### src/hkr_pkg.sv
// ----------------------------------------------------------------------------
// hkr_pkg
// Shared types and codes for the keyboard rollover tracker: event and report
// beats, the controller to datapath command and status groups.
// ----------------------------------------------------------------------------
package hkr_pkg;

  localparam int REPORT_SLOTS = 6;

  // event modes
  localparam logic [2:0] MODE_KEY_DOWN    = 3'd0;
  localparam logic [2:0] MODE_KEY_UP      = 3'd1;
  localparam logic [2:0] MODE_RELEASE_ALL = 3'd2;
  localparam logic [2:0] MODE_BUS_RESET   = 3'd3;
  localparam logic [2:0] MODE_BUS_CONFIG  = 3'd4;

  // report status codes
  localparam logic [1:0] STATUS_SENT    = 2'd0;
  localparam logic [1:0] STATUS_NOT_CFG = 2'd1;
  localparam logic [1:0] STATUS_FULL    = 2'd2;
  localparam logic [1:0] STATUS_BUS     = 2'd3;

  typedef struct packed {
    logic [2:0] mode;
    logic [7:0] modifier_bits;
    logic [7:0] key_code;
  } key_item_t;

  typedef struct packed {
    logic       report_valid;
    logic [1:0] status;
    logic [7:0] report_modifiers;
    logic [7:0] slot_code_0;
    logic [7:0] slot_code_1;
    logic [7:0] slot_code_2;
    logic [7:0] slot_code_3;
    logic [7:0] slot_code_4;
    logic [7:0] slot_code_5;
    logic [2:0] held_count;
    logic       key_is_held;
  } rpt_item_t;

  typedef struct packed {
    logic       load;
    logic       mods_or;
    logic       mods_andn;
    logic       insert;
    logic       remove;
    logic       clear_keys;
    logic       set_cfg;
    logic       clr_cfg;
    logic [1:0] status;
    logic       report_valid;
  } dp_cmd_t;

  typedef struct packed {
    logic configured;
    logic hit;
    logic full;
  } dp_status_t;

endpackage

### src/hkr_ctrl.sv
// ----------------------------------------------------------------------------
// hkr_ctrl
// Handshake state machine and event decode; drives the datapath commands.
// ----------------------------------------------------------------------------
module hkr_ctrl
  import hkr_pkg::*;
(
  input  logic       clk,
  input  logic       rst,
  input  logic       key_valid,
  output logic       key_stall,
  input  key_item_t  key_item,
  output logic       rpt_valid,
  input  logic       rpt_stall,
  input  dp_status_t dp_status,
  output dp_cmd_t    dp_cmd
);

  localparam logic ST_EMPTY = 1'b0;
  localparam logic ST_FULL  = 1'b1;

  logic state;
  logic state_next;
  logic accept;
  logic code_nz;

  assign rpt_valid = (state == ST_FULL);
  assign key_stall = (state == ST_FULL) && rpt_stall;
  assign accept    = key_valid && !key_stall;
  assign code_nz   = (key_item.key_code != 8'd0);

  always_comb begin
    state_next = state;
    case (state)
      ST_EMPTY: begin
        if (accept) state_next = ST_FULL;
      end
      ST_FULL: begin
        if (!rpt_stall && !accept) state_next = ST_EMPTY;
      end
      default: state_next = ST_EMPTY;
    endcase
  end

  always_ff @(posedge clk) begin
    if (rst) begin
      state <= ST_EMPTY;
    end else begin
      state <= state_next;
    end
  end

  always_comb begin
    dp_cmd        = '0;
    dp_cmd.load   = accept;
    dp_cmd.status = STATUS_BUS;
    case (key_item.mode)
      MODE_KEY_DOWN: begin
        if (!dp_status.configured) begin
          dp_cmd.status = STATUS_NOT_CFG;
        end else begin
          dp_cmd.mods_or = 1'b1;
          dp_cmd.status  = STATUS_SENT;
          if (code_nz && !dp_status.hit) begin
            if (dp_status.full) dp_cmd.status = STATUS_FULL;
            else                dp_cmd.insert = 1'b1;
          end
          dp_cmd.report_valid = (dp_cmd.status == STATUS_SENT);
        end
      end
      MODE_KEY_UP: begin
        if (!dp_status.configured) begin
          dp_cmd.status = STATUS_NOT_CFG;
        end else begin
          dp_cmd.mods_andn    = 1'b1;
          dp_cmd.remove       = code_nz && dp_status.hit;
          dp_cmd.status       = STATUS_SENT;
          dp_cmd.report_valid = 1'b1;
        end
      end
      MODE_RELEASE_ALL: begin
        dp_cmd.clear_keys = 1'b1;
        if (dp_status.configured) begin
          dp_cmd.status       = STATUS_SENT;
          dp_cmd.report_valid = 1'b1;
        end else begin
          dp_cmd.status = STATUS_NOT_CFG;
        end
      end
      MODE_BUS_RESET: begin
        dp_cmd.clear_keys = 1'b1;
        dp_cmd.clr_cfg    = 1'b1;
      end
      MODE_BUS_CONFIG: begin
        dp_cmd.clear_keys = 1'b1;
        dp_cmd.set_cfg    = 1'b1;
      end
      default: begin
        dp_cmd.status = STATUS_BUS;
      end
    endcase
  end

endmodule

### src/hkr_datapath.sv
// ----------------------------------------------------------------------------
// hkr_datapath
// Key slots, modifier byte, configured flag and the registered report beat.
// ----------------------------------------------------------------------------
module hkr_datapath
  import hkr_pkg::*;
#(
  parameter int ROLLOVER_KEYS = 6
) (
  input  logic       clk,
  input  logic       rst,
  input  key_item_t  key_item,
  input  dp_cmd_t    dp_cmd,
  output dp_status_t dp_status,
  output rpt_item_t  rpt_item
);

  localparam int CNT_W = $clog2(ROLLOVER_KEYS + 1);

  logic             configured;
  logic             configured_next;
  logic [7:0]       mods;
  logic [7:0]       mods_next;
  logic [7:0]       slots      [ROLLOVER_KEYS];
  logic [7:0]       slots_next [ROLLOVER_KEYS];
  logic [CNT_W-1:0] count;
  logic [CNT_W-1:0] count_next;
  logic [CNT_W+2:0] count_ext;

  logic [ROLLOVER_KEYS-1:0] hit;
  logic [ROLLOVER_KEYS-1:0] empty;
  logic [ROLLOVER_KEYS-1:0] first_empty;
  logic                     code_nz;
  logic                     held_after;
  logic [7:0]               shown [REPORT_SLOTS];

  assign code_nz = (key_item.key_code != 8'd0);

  // parallel slot compares and lowest-empty pick
  always_comb begin
    logic seen;
    seen = 1'b0;
    for (int i = 0; i < ROLLOVER_KEYS; i++) begin
      hit[i]         = code_nz && (slots[i] == key_item.key_code);
      empty[i]       = (slots[i] == 8'd0);
      first_empty[i] = empty[i] && !seen;
      seen           = seen || empty[i];
    end
  end

  assign dp_status.configured = configured;
  assign dp_status.hit        = |hit;
  assign dp_status.full       = ~|empty;

  always_comb begin
    configured_next = configured;
    mods_next       = mods;
    count_next      = count;
    for (int i = 0; i < ROLLOVER_KEYS; i++) slots_next[i] = slots[i];

    if (dp_cmd.set_cfg) configured_next = 1'b1;
    if (dp_cmd.clr_cfg) configured_next = 1'b0;
    if (dp_cmd.mods_or)   mods_next = mods | key_item.modifier_bits;
    if (dp_cmd.mods_andn) mods_next = mods & ~key_item.modifier_bits;

    if (dp_cmd.clear_keys) begin
      mods_next  = 8'd0;
      count_next = '0;
      for (int i = 0; i < ROLLOVER_KEYS; i++) slots_next[i] = 8'd0;
    end else if (dp_cmd.insert) begin
      count_next = count + CNT_W'(1);
      for (int i = 0; i < ROLLOVER_KEYS; i++) begin
        if (first_empty[i]) slots_next[i] = key_item.key_code;
      end
    end else if (dp_cmd.remove) begin
      if (count != '0) count_next = count - CNT_W'(1);
      for (int i = 0; i < ROLLOVER_KEYS; i++) begin
        if (hit[i]) slots_next[i] = 8'd0;
      end
    end
  end

  // a held code sits in one slot only, so removal empties it
  assign held_after = code_nz &&
                      ((dp_status.hit && !dp_cmd.remove && !dp_cmd.clear_keys) ||
                       dp_cmd.insert);

  assign count_ext = (CNT_W + 3)'(count_next);

  for (genvar j = 0; j < REPORT_SLOTS; j++) begin : g_shown
    if (j < ROLLOVER_KEYS) begin : g_used
      assign shown[j] = slots_next[j];
    end else begin : g_unused
      assign shown[j] = 8'd0;
    end
  end

  always_ff @(posedge clk) begin
    if (rst) begin
      configured <= 1'b0;
      mods       <= 8'd0;
      count      <= '0;
      for (int i = 0; i < ROLLOVER_KEYS; i++) slots[i] <= 8'd0;
    end else if (dp_cmd.load) begin
      configured <= configured_next;
      mods       <= mods_next;
      count      <= count_next;
      for (int i = 0; i < ROLLOVER_KEYS; i++) slots[i] <= slots_next[i];
    end
  end

  always_ff @(posedge clk) begin
    if (dp_cmd.load) begin
      rpt_item.report_valid     <= dp_cmd.report_valid;
      rpt_item.status           <= dp_cmd.status;
      rpt_item.report_modifiers <= mods_next;
      rpt_item.slot_code_0      <= shown[0];
      rpt_item.slot_code_1      <= shown[1];
      rpt_item.slot_code_2      <= shown[2];
      rpt_item.slot_code_3      <= shown[3];
      rpt_item.slot_code_4      <= shown[4];
      rpt_item.slot_code_5      <= shown[5];
      rpt_item.held_count       <= (count_ext > (CNT_W + 3)'(7)) ? 3'd7 : count_ext[2:0];
      rpt_item.key_is_held      <= held_after;
    end
  end

endmodule

### src/hid_keyboard_rollover_tracker.sv
// ----------------------------------------------------------------------------
// hid_keyboard_rollover_tracker
// Keyboard state tracker producing a boot-style 6-key rollover report image.
// ----------------------------------------------------------------------------
// usage
//   key channel: one beat per event (key down, key up, release all, bus reset
//   or disconnect, bus configured) with modifier bits and a keycode.
//   rpt channel: exactly one beat per event, carrying the report image after
//   the event, a status code, the held key count and a key-held flag.
//   latency: the result beat is valid the cycle after the event is accepted.
//   throughput: one event per cycle; the slot compares, the lowest-empty pick
//   and the slot update all settle combinationally before the output
//   register, so a new event is taken every cycle while rpt is not stalled.
//   stall: while a result beat waits under rpt_stall, key_stall is raised;
//   when the receiver takes the beat, a new event is accepted in that same
//   cycle.
//   reset: bus not configured, modifiers and all key slots cleared, no
//   result pending.
// ----------------------------------------------------------------------------
module hid_keyboard_rollover_tracker
  import hkr_pkg::*;
#(
  parameter int ROLLOVER_KEYS = 6
) (
  input  logic      clk,
  input  logic      rst,
  input  logic      key_valid,
  output logic      key_stall,
  input  key_item_t key_item,
  output logic      rpt_valid,
  input  logic      rpt_stall,
  output rpt_item_t rpt_item
);

  dp_cmd_t    dp_cmd;
  dp_status_t dp_status;

  hkr_ctrl u_ctrl (
    .clk       (clk),
    .rst       (rst),
    .key_valid (key_valid),
    .key_stall (key_stall),
    .key_item  (key_item),
    .rpt_valid (rpt_valid),
    .rpt_stall (rpt_stall),
    .dp_status (dp_status),
    .dp_cmd    (dp_cmd)
  );

  hkr_datapath #(
    .ROLLOVER_KEYS (ROLLOVER_KEYS)
  ) u_datapath (
    .clk       (clk),
    .rst       (rst),
    .key_item  (key_item),
    .dp_cmd    (dp_cmd),
    .dp_status (dp_status),
    .rpt_item  (rpt_item)
  );

  // an accepted event always shows up as a result beat next cycle
  a_accept_result: assert property (@(posedge clk) disable iff (rst)
    (key_valid && !key_stall) |=> rpt_valid)
    else $error("accepted event produced no result beat");

  // a report is only flagged for the sent status
  a_report_status: assert property (@(posedge clk) disable iff (rst)
    (rpt_valid && rpt_item.report_valid) |-> (rpt_item.status == STATUS_SENT))
    else $error("report flagged with non-sent status");

  // held count never exceeds the slot count
  a_count_bound: assert property (@(posedge clk) disable iff (rst)
    rpt_valid |-> (int'(rpt_item.held_count) <= ROLLOVER_KEYS))
    else $error("held count exceeds rollover slots");

  // bus events never carry a report
  a_bus_no_report: assert property (@(posedge clk) disable iff (rst)
    (rpt_valid && rpt_item.status == STATUS_BUS) |-> !rpt_item.report_valid)
    else $error("bus event produced a report");

endmodule
### config.mk
export PLATFORM = sky130hd
export DESIGN_NAME = hid_keyboard_rollover_tracker
export DESIGN_NICKNAME = d
export VERILOG_FILES = /design/src/hkr_pkg.sv /design/src/hkr_ctrl.sv /design/src/hkr_datapath.sv /design/src/hid_keyboard_rollover_tracker.sv
export SDC_FILE = /design/constraint.sdc
export NUM_CORES = 1
export LEC_CHECK = 0
export ABC_AREA = 1
export BUFFER_PORTS_ARGS = -buffer_cell sky130_fd_sc_hd__buf_2
export CAP_MARGIN = 25
export CORE_MARGIN = 2
export CORE_UTILIZATION = 32
export DETAILED_ROUTE_END_ITERATION = 16
export PLACE_DENSITY = 0.54
export SKIP_LAST_GASP = 1
export SYNTH_ARGS = -nofsm -noshare
export SYNTH_HDL_FRONTEND = slang
export SYNTH_HIERARCHICAL = 1
export SYNTH_SLANG_ARGS = --single-unit
### constraint.sdc
create_clock -name clk -period 3.6 [get_ports clk]
set_input_delay 0.9 -clock clk [delete_from_list [all_inputs] [get_ports clk]]
set_output_delay 0.9 -clock clk [all_outputs]
set_load 0.01 [all_outputs]
# == After elaboration in Yosys (flattened, before gate mapping) ==
# Memory sizes are Yosys's and may differ from the RTL's.
# Cells that the tools add are included.
# totals
ff_bits,76
ramBits,48
in_bits,23
output_inout_bits,65
elab_cells,148
mem_count,1
# mem_list
name,depth,width,rd,rd_ports_with_merged_regs,write_ports,line,source
u_datapath.slots,6,8,6,0,6,hkr_datapath.sv:24,logic [7:0] slots [ROLLOVER_KEYS];
# classes
addsub,2
order_cmp,1
n_eq_ne,10
muxes,58
bitwise,10
n_reduce_logical,51
# ops
op,count
8-bit two-way mux,21
48-bit two-way mux,3
8-bit == test,6
8-bit logical NOT,6
1-bit two-way mux,22
1-bit logical AND,19
3-bit two-way mux,4
6-bit OR reduction,2
1-bit logical NOT,11
2-bit two-way mux,5
8-bit bitwise AND,1
8-bit NOT,1
8-bit bitwise OR,1
8-bit nonzero test,1
3-bit by 2-bit == test with 1-bit output (second input constant),2
1-bit bitwise OR,6
1-bit logical OR,5
1-bit one-hot mux with 2 select lines,2
2-bit one-hot mux with 2 select lines,1
3-bit by 1-bit adder with 3-bit output (second input constant),1
3-bit by 1-bit == test with 1-bit output (second input constant),1
3-bit == test (second input constant),1
3-bit greater-than comparator (second input constant),1
3-bit logical NOT,1
8 further kinds,8

# == Depth between registers and ports, before layout ==
# An unclocked memory read counts as a cell.
# depth
ltp_word,12
ltp_mapped,19
ltp_nobuf,17

# == Cells and area by module ==
# The synthesis kept the hierarchy.
# modules_own_cells
module,n_inst,cells_per_inst,area_each_um2,seq_area_each_um2
hkr_datapath,1,826,7155.6,3573.4
hkr_ctrl,1,47,227.7,20.0

# == Worst setup path after synthesis ==
# Ideal clock, no wire load.
# synth_timing
kind,input port to flip-flop
from,input rpt_stall
to,"memory u_datapath.slots[0][0], enable pin"
setup_ns,0.432
arrival_time_ns,3.400
required_time_ns,3.168
setup_slack_ns,-0.232
path_stages,6
path_buffers,2
cell_sequence,nand2_1 > inv_1 > nor2_1 > buf_4 > or2_2 > clkbuf_1
# synth_rtl
element,line,source
"start, declared",hid_keyboard_rollover_tracker.sv:31,"input logic rpt_stall,"
"end, declared",hkr_datapath.sv:24,

==> reports/qor_table.md <==
| Step | Result | Reported |
|:---|:---|:---|
| worst hold path | Hold Path Sink | u_datapath/mods[7] |
| pwr | Static Leak | 0.00401 uW |
| critical path | CP Class | primary input to register |
| final layout | Count of filler cells inserted in the layout | 2273 |
| synth | Cells taking the most area after synthesis | sky130_fd_sc_hd__edfxtp_1 45%, sky130_fd_sc_hd__nand2_1 12%, sky130_fd_sc_hd__nor2_1 5.9% |
| synth | Average cell area after synthesis | 8.46 um2 |
| worst hold path | Worst hold path class | register to register |
| critical path | Critical path startpoint | key_item[0] |
| final layout | Diode count | 0 |
| cts | Clock-pin slew of the registers on the worst-case setup and hold paths | 0.06 ns |
| timing | Maximum clock frequency | 0.318 GHz |
| worst hold path | Hold Path Stages | 2 |
| drt | Met2 wire len | 9280 um |
| cts | Number of buffers inserted during clock tree synthesis | 17 |
| synth | Number of enable-type register cells in the synthesized netlist | 111 |
| floorplanning | Starting density of the core | 0.326 |
| critical path | Reg-to-reg startpoint | u_datapath/slots[2][2] |
| final layout | Final layout net count | 991 |
| critical path | Type of origin of the critical path | primary input |
| floorplanning | Core Box Area | 22600 um2 |
| timing | Setup Total Neg Slack | 0 ns |
| drt | Via count | 6084 |
| cts | PostCTS Resize Cnt | 0 |
| timing | Final count of hold timing violations | 0 |
| timing | Post-route clock skew | 0.00738 ns |
| synth | Most common cell in the synthesized netlist | sky130_fd_sc_hd__nand2_1 |
| drt | Highest Signal Layer | met4 |
| cts | CTS Hold Bufs | 0 |
| floorplanning | Height of the die | 156 um |
| critical path | Required arrival time at the worst endpoint | 3.77 ns |
| synth | Post-Syn Nets | 899 |
| final layout | Area Overhead vs Synth | 18.4% |
| timing | Max-slew headroom | 0.502 |
| critical path | Cells on worst reg2reg path | 12 |
| cts | Number of buffers between clock root and the deepest sink | 2 |
| grt | Number of global-route vias before repair | 5918 |
| worst hold path | Startpoint of the most critical hold path | u_datapath/mods[7] |
| final layout | Flip-flop and latch area | 3590 um2 |
| grt | Number of antenna violations at the first check in global routing | 0 |
| timing | Final critical-path share of the clock period | 0.873 |
| synth | Top-area cell type share of the netlist area | 0.451 |
| critical path | Critical Path Sink Type | register |
| timing | Setup-violating endpoint count in the final report | 0 |
| synth | Leading post-synthesis cells by instance count | 233 x sky130_fd_sc_hd__nand2_1, 116 x sky130_fd_sc_hd__nor2_1, 111 x sky130_fd_sc_hd__edfxtp_1 |
| critical path | Minimum setup slack among reg-to-reg paths | 0.98 ns |
| cts | Number of H-tree branching levels | 4 |
| cts | CTS tree | yes |
| pwr | Worst VDD drop | 0.267 mV |
| cts | Setup repair bufs after CTS | 0 |
| synth | Cell count after synthesis | 873 |
| synth | Distinct cells, synth | 47 |
| drt | Number of optimization iterations in the first detailed-route pass | 5 |
| critical path | Critical R2R Capture | u_datapath/slots[0][0] |
| drt | Vias per std cell | 4.82 |
| drt | Met3 routed WL | 1460 um |
| cts | Insertion delay to the later sink of the worst-skew pair | 0.42 ns |
| drt | Wirelength per Cell | 15.9 um |
| grt | Total overflow reported by the global router | 0 |
| critical path | Signal arrival time at the worst endpoint | 3.31 ns |
| pwr | Power density over the cells | 447 nW/um2 |
| timing | Actual transition at the worst max-transition pin | 0.740 ns |
| final layout | Multi-input gate area in the final layout | 3120 um2 |
| floorplanning | Die Footprint | 24300 um2 |
| final layout | Ratio of cells with drive above 1 in the final layout | 0.244 |
| cts | Root Driver | sky130_fd_sc_hd__clkbuf_16 |
| timing | Period minus WS final | 3.14 ns |
| synth | Most used flip-flop cell after synthesis | sky130_fd_sc_hd__edfxtp_1 |
| drt | Post-Route M1 WL | 9150 um |
| synth | Netlist Area Pre-Place | 7380 um2 |
| grt | Largest net degree at the start of global routing | 51 |
| grt | Total routing usage reported by global routing | 0.171 |
| floorplanning | I/O pin total | 88 |
| synth | Syn. warnings | 6 |
| drt | Aggregate routed wire length | 20100 um |
| timing | Final slew viol count | 0 |
| drt | DRC marker count from the first detailed-route iteration | 397 |
| place | PortBufs | 87 |
| run | Number of maximum-capacitance constraint violations | 0 |
| floorplanning | Site row count | 55 |
| place | Placed wire-length estimate after detailed placement | 14300 um |
| synth | Top cell type by total area after synthesis | sky130_fd_sc_hd__edfxtp_1 |
| critical path | Maximum fanout encountered on the critical timing path | 18 |
| synth | Proportion of synthesized chip area in sequential cells | 0.487 |
| run status | Result of the run | finished clean |
| synth | Number of flip-flops and latches in the synthesized netlist | 124 |
| drt | Post-detailed-route DRC marker count | 0 |
| cts | CTS Sinks | 124 |
| timing | Setup repair after global routing missed its margin | false |
| drt | Number of antenna-violating nets in the routed design | 0 |
| grt | First-pass GRT wire length | 32200 um |
| place | Placer's final routability congestion estimate | 0.893 |
| synth | Ys async rst share | 0 |
| final layout | Util after Layout | 0.386 |
| floorplanning | Chip width | 156 um |
==> cells by family after synthesis <==
| group | count (synthesis) | share of synthesized area |
|---|---|---|
| flops | 124 | 0.487 |
| compound gates | 72 | 0.0598 |
| simple gates | 503 | 0.333 |
| xor+xnor | 19 | 0.0225 |
| fa+ha+maj | 3 | 0.00508 |
| buf+inv | 152 | 0.0930 |
==> worst max path at each step <==
stage	end	slack [ns]	cells after the start
after floorplan	u_datapath/slots[1][1]	0.58	17
after global placement	u_datapath/rpt_item[2]	0.08	16
after CTS	u_datapath/slots[2][5]	0.47	17
after global routing	u_datapath/slots[0][3]	0.18	16
final	u_datapath/rpt_item[2]	0.46	16
after detailed placement	u_datapath/rpt_item[2]	0.03	16
==> layout by cell type (no fill, tap or decap), drive strengths merged, types with 9 or more instances in the layout <==
cell    instances
clkbuf         20
nand4          14
buf           111
nand2         251
nor3           25
o32ai          10
xor2           15
a21oi          36
edfxtp        111
o211ai          9
nand3          65
inv           114
o21ai           9
dfxtp          13
nor2          140
==> stage by stage <==
stage / instances / area (um2) / total power [uW] / setup slack (ns) / hold slack, ns
final: 1263 / 8740 / 3910 / 0.457 / 0.470
after global routing: 1263 / 8740 / 4080 / 0.182 / 0.490
after CTS: 1263 / 8740 / 3960 / 0.466 / 0.472
after detailed placement: 1231 / 8170 / 2260 / 0.0279 / 0.463
after global placement: 1231 / 8170 / 2260 / 0.0815 / 0.454
after floorplan: 873 / 7380 / 2100 / 0.575 / 0.444
==> sequential cells by signal, summed over array words and instances, names as in the netlist <==
register / count
u_datapath/slots: 48
u_datapath/count: 3
u_datapath/rpt_item: 63
u_datapath/mods: 8
u_ctrl/rpt_valid: 1
u_datapath/configured: 1
==> worst max-delay path, cell delays in order <==
cell and delay, ns:
sky130_fd_sc_hd__buf_2 0.24, sky130_fd_sc_hd__nor2_1 0.18, sky130_fd_sc_hd__nand4_2 0.29, sky130_fd_sc_hd__nand2_1 0.18, sky130_fd_sc_hd__nor2_2 0.07, sky130_fd_sc_hd__nor2_1 0.16
sky130_fd_sc_hd__nand3_2 0.12, sky130_fd_sc_hd__inv_1 0.08, sky130_fd_sc_hd__nand2_1 0.08, sky130_fd_sc_hd__nor3_4 0.17, sky130_fd_sc_hd__inv_1 0.11, sky130_fd_sc_hd__buf_12 0.17
sky130_fd_sc_hd__buf_4 0.14, sky130_fd_sc_hd__or2_2 0.26, sky130_fd_sc_hd__nand3_1 0.10, sky130_fd_sc_hd__inv_1 0.05
==> per-layer routing <==
metal  vias to the layer above  track usage
met5                         -            0
met4                         0       0.0424
met1                      2863        0.229
met3                        13       0.0489
li1                       3022            -
met2                       186        0.274
==> power by group <==
part / total (uW) / switching (uW) / internal (uW)
clock: 1670 / 644 / 1030
combinational: 526 / 361 / 164
sequential: 1710 / 53.4 / 1660
==> final cells by class <==
cell class	instances	area share
Clock buffer	20	0.0511
Clock inverter	12	0.0142
Inverter	114	0.0498
Multi-Input combinational cell	597	0.357
Sequential cell	124	0.411
Tap cell	285	0.0408
Timing Repair Buffer	111	0.0762
(Power assumes the default switching activity.)
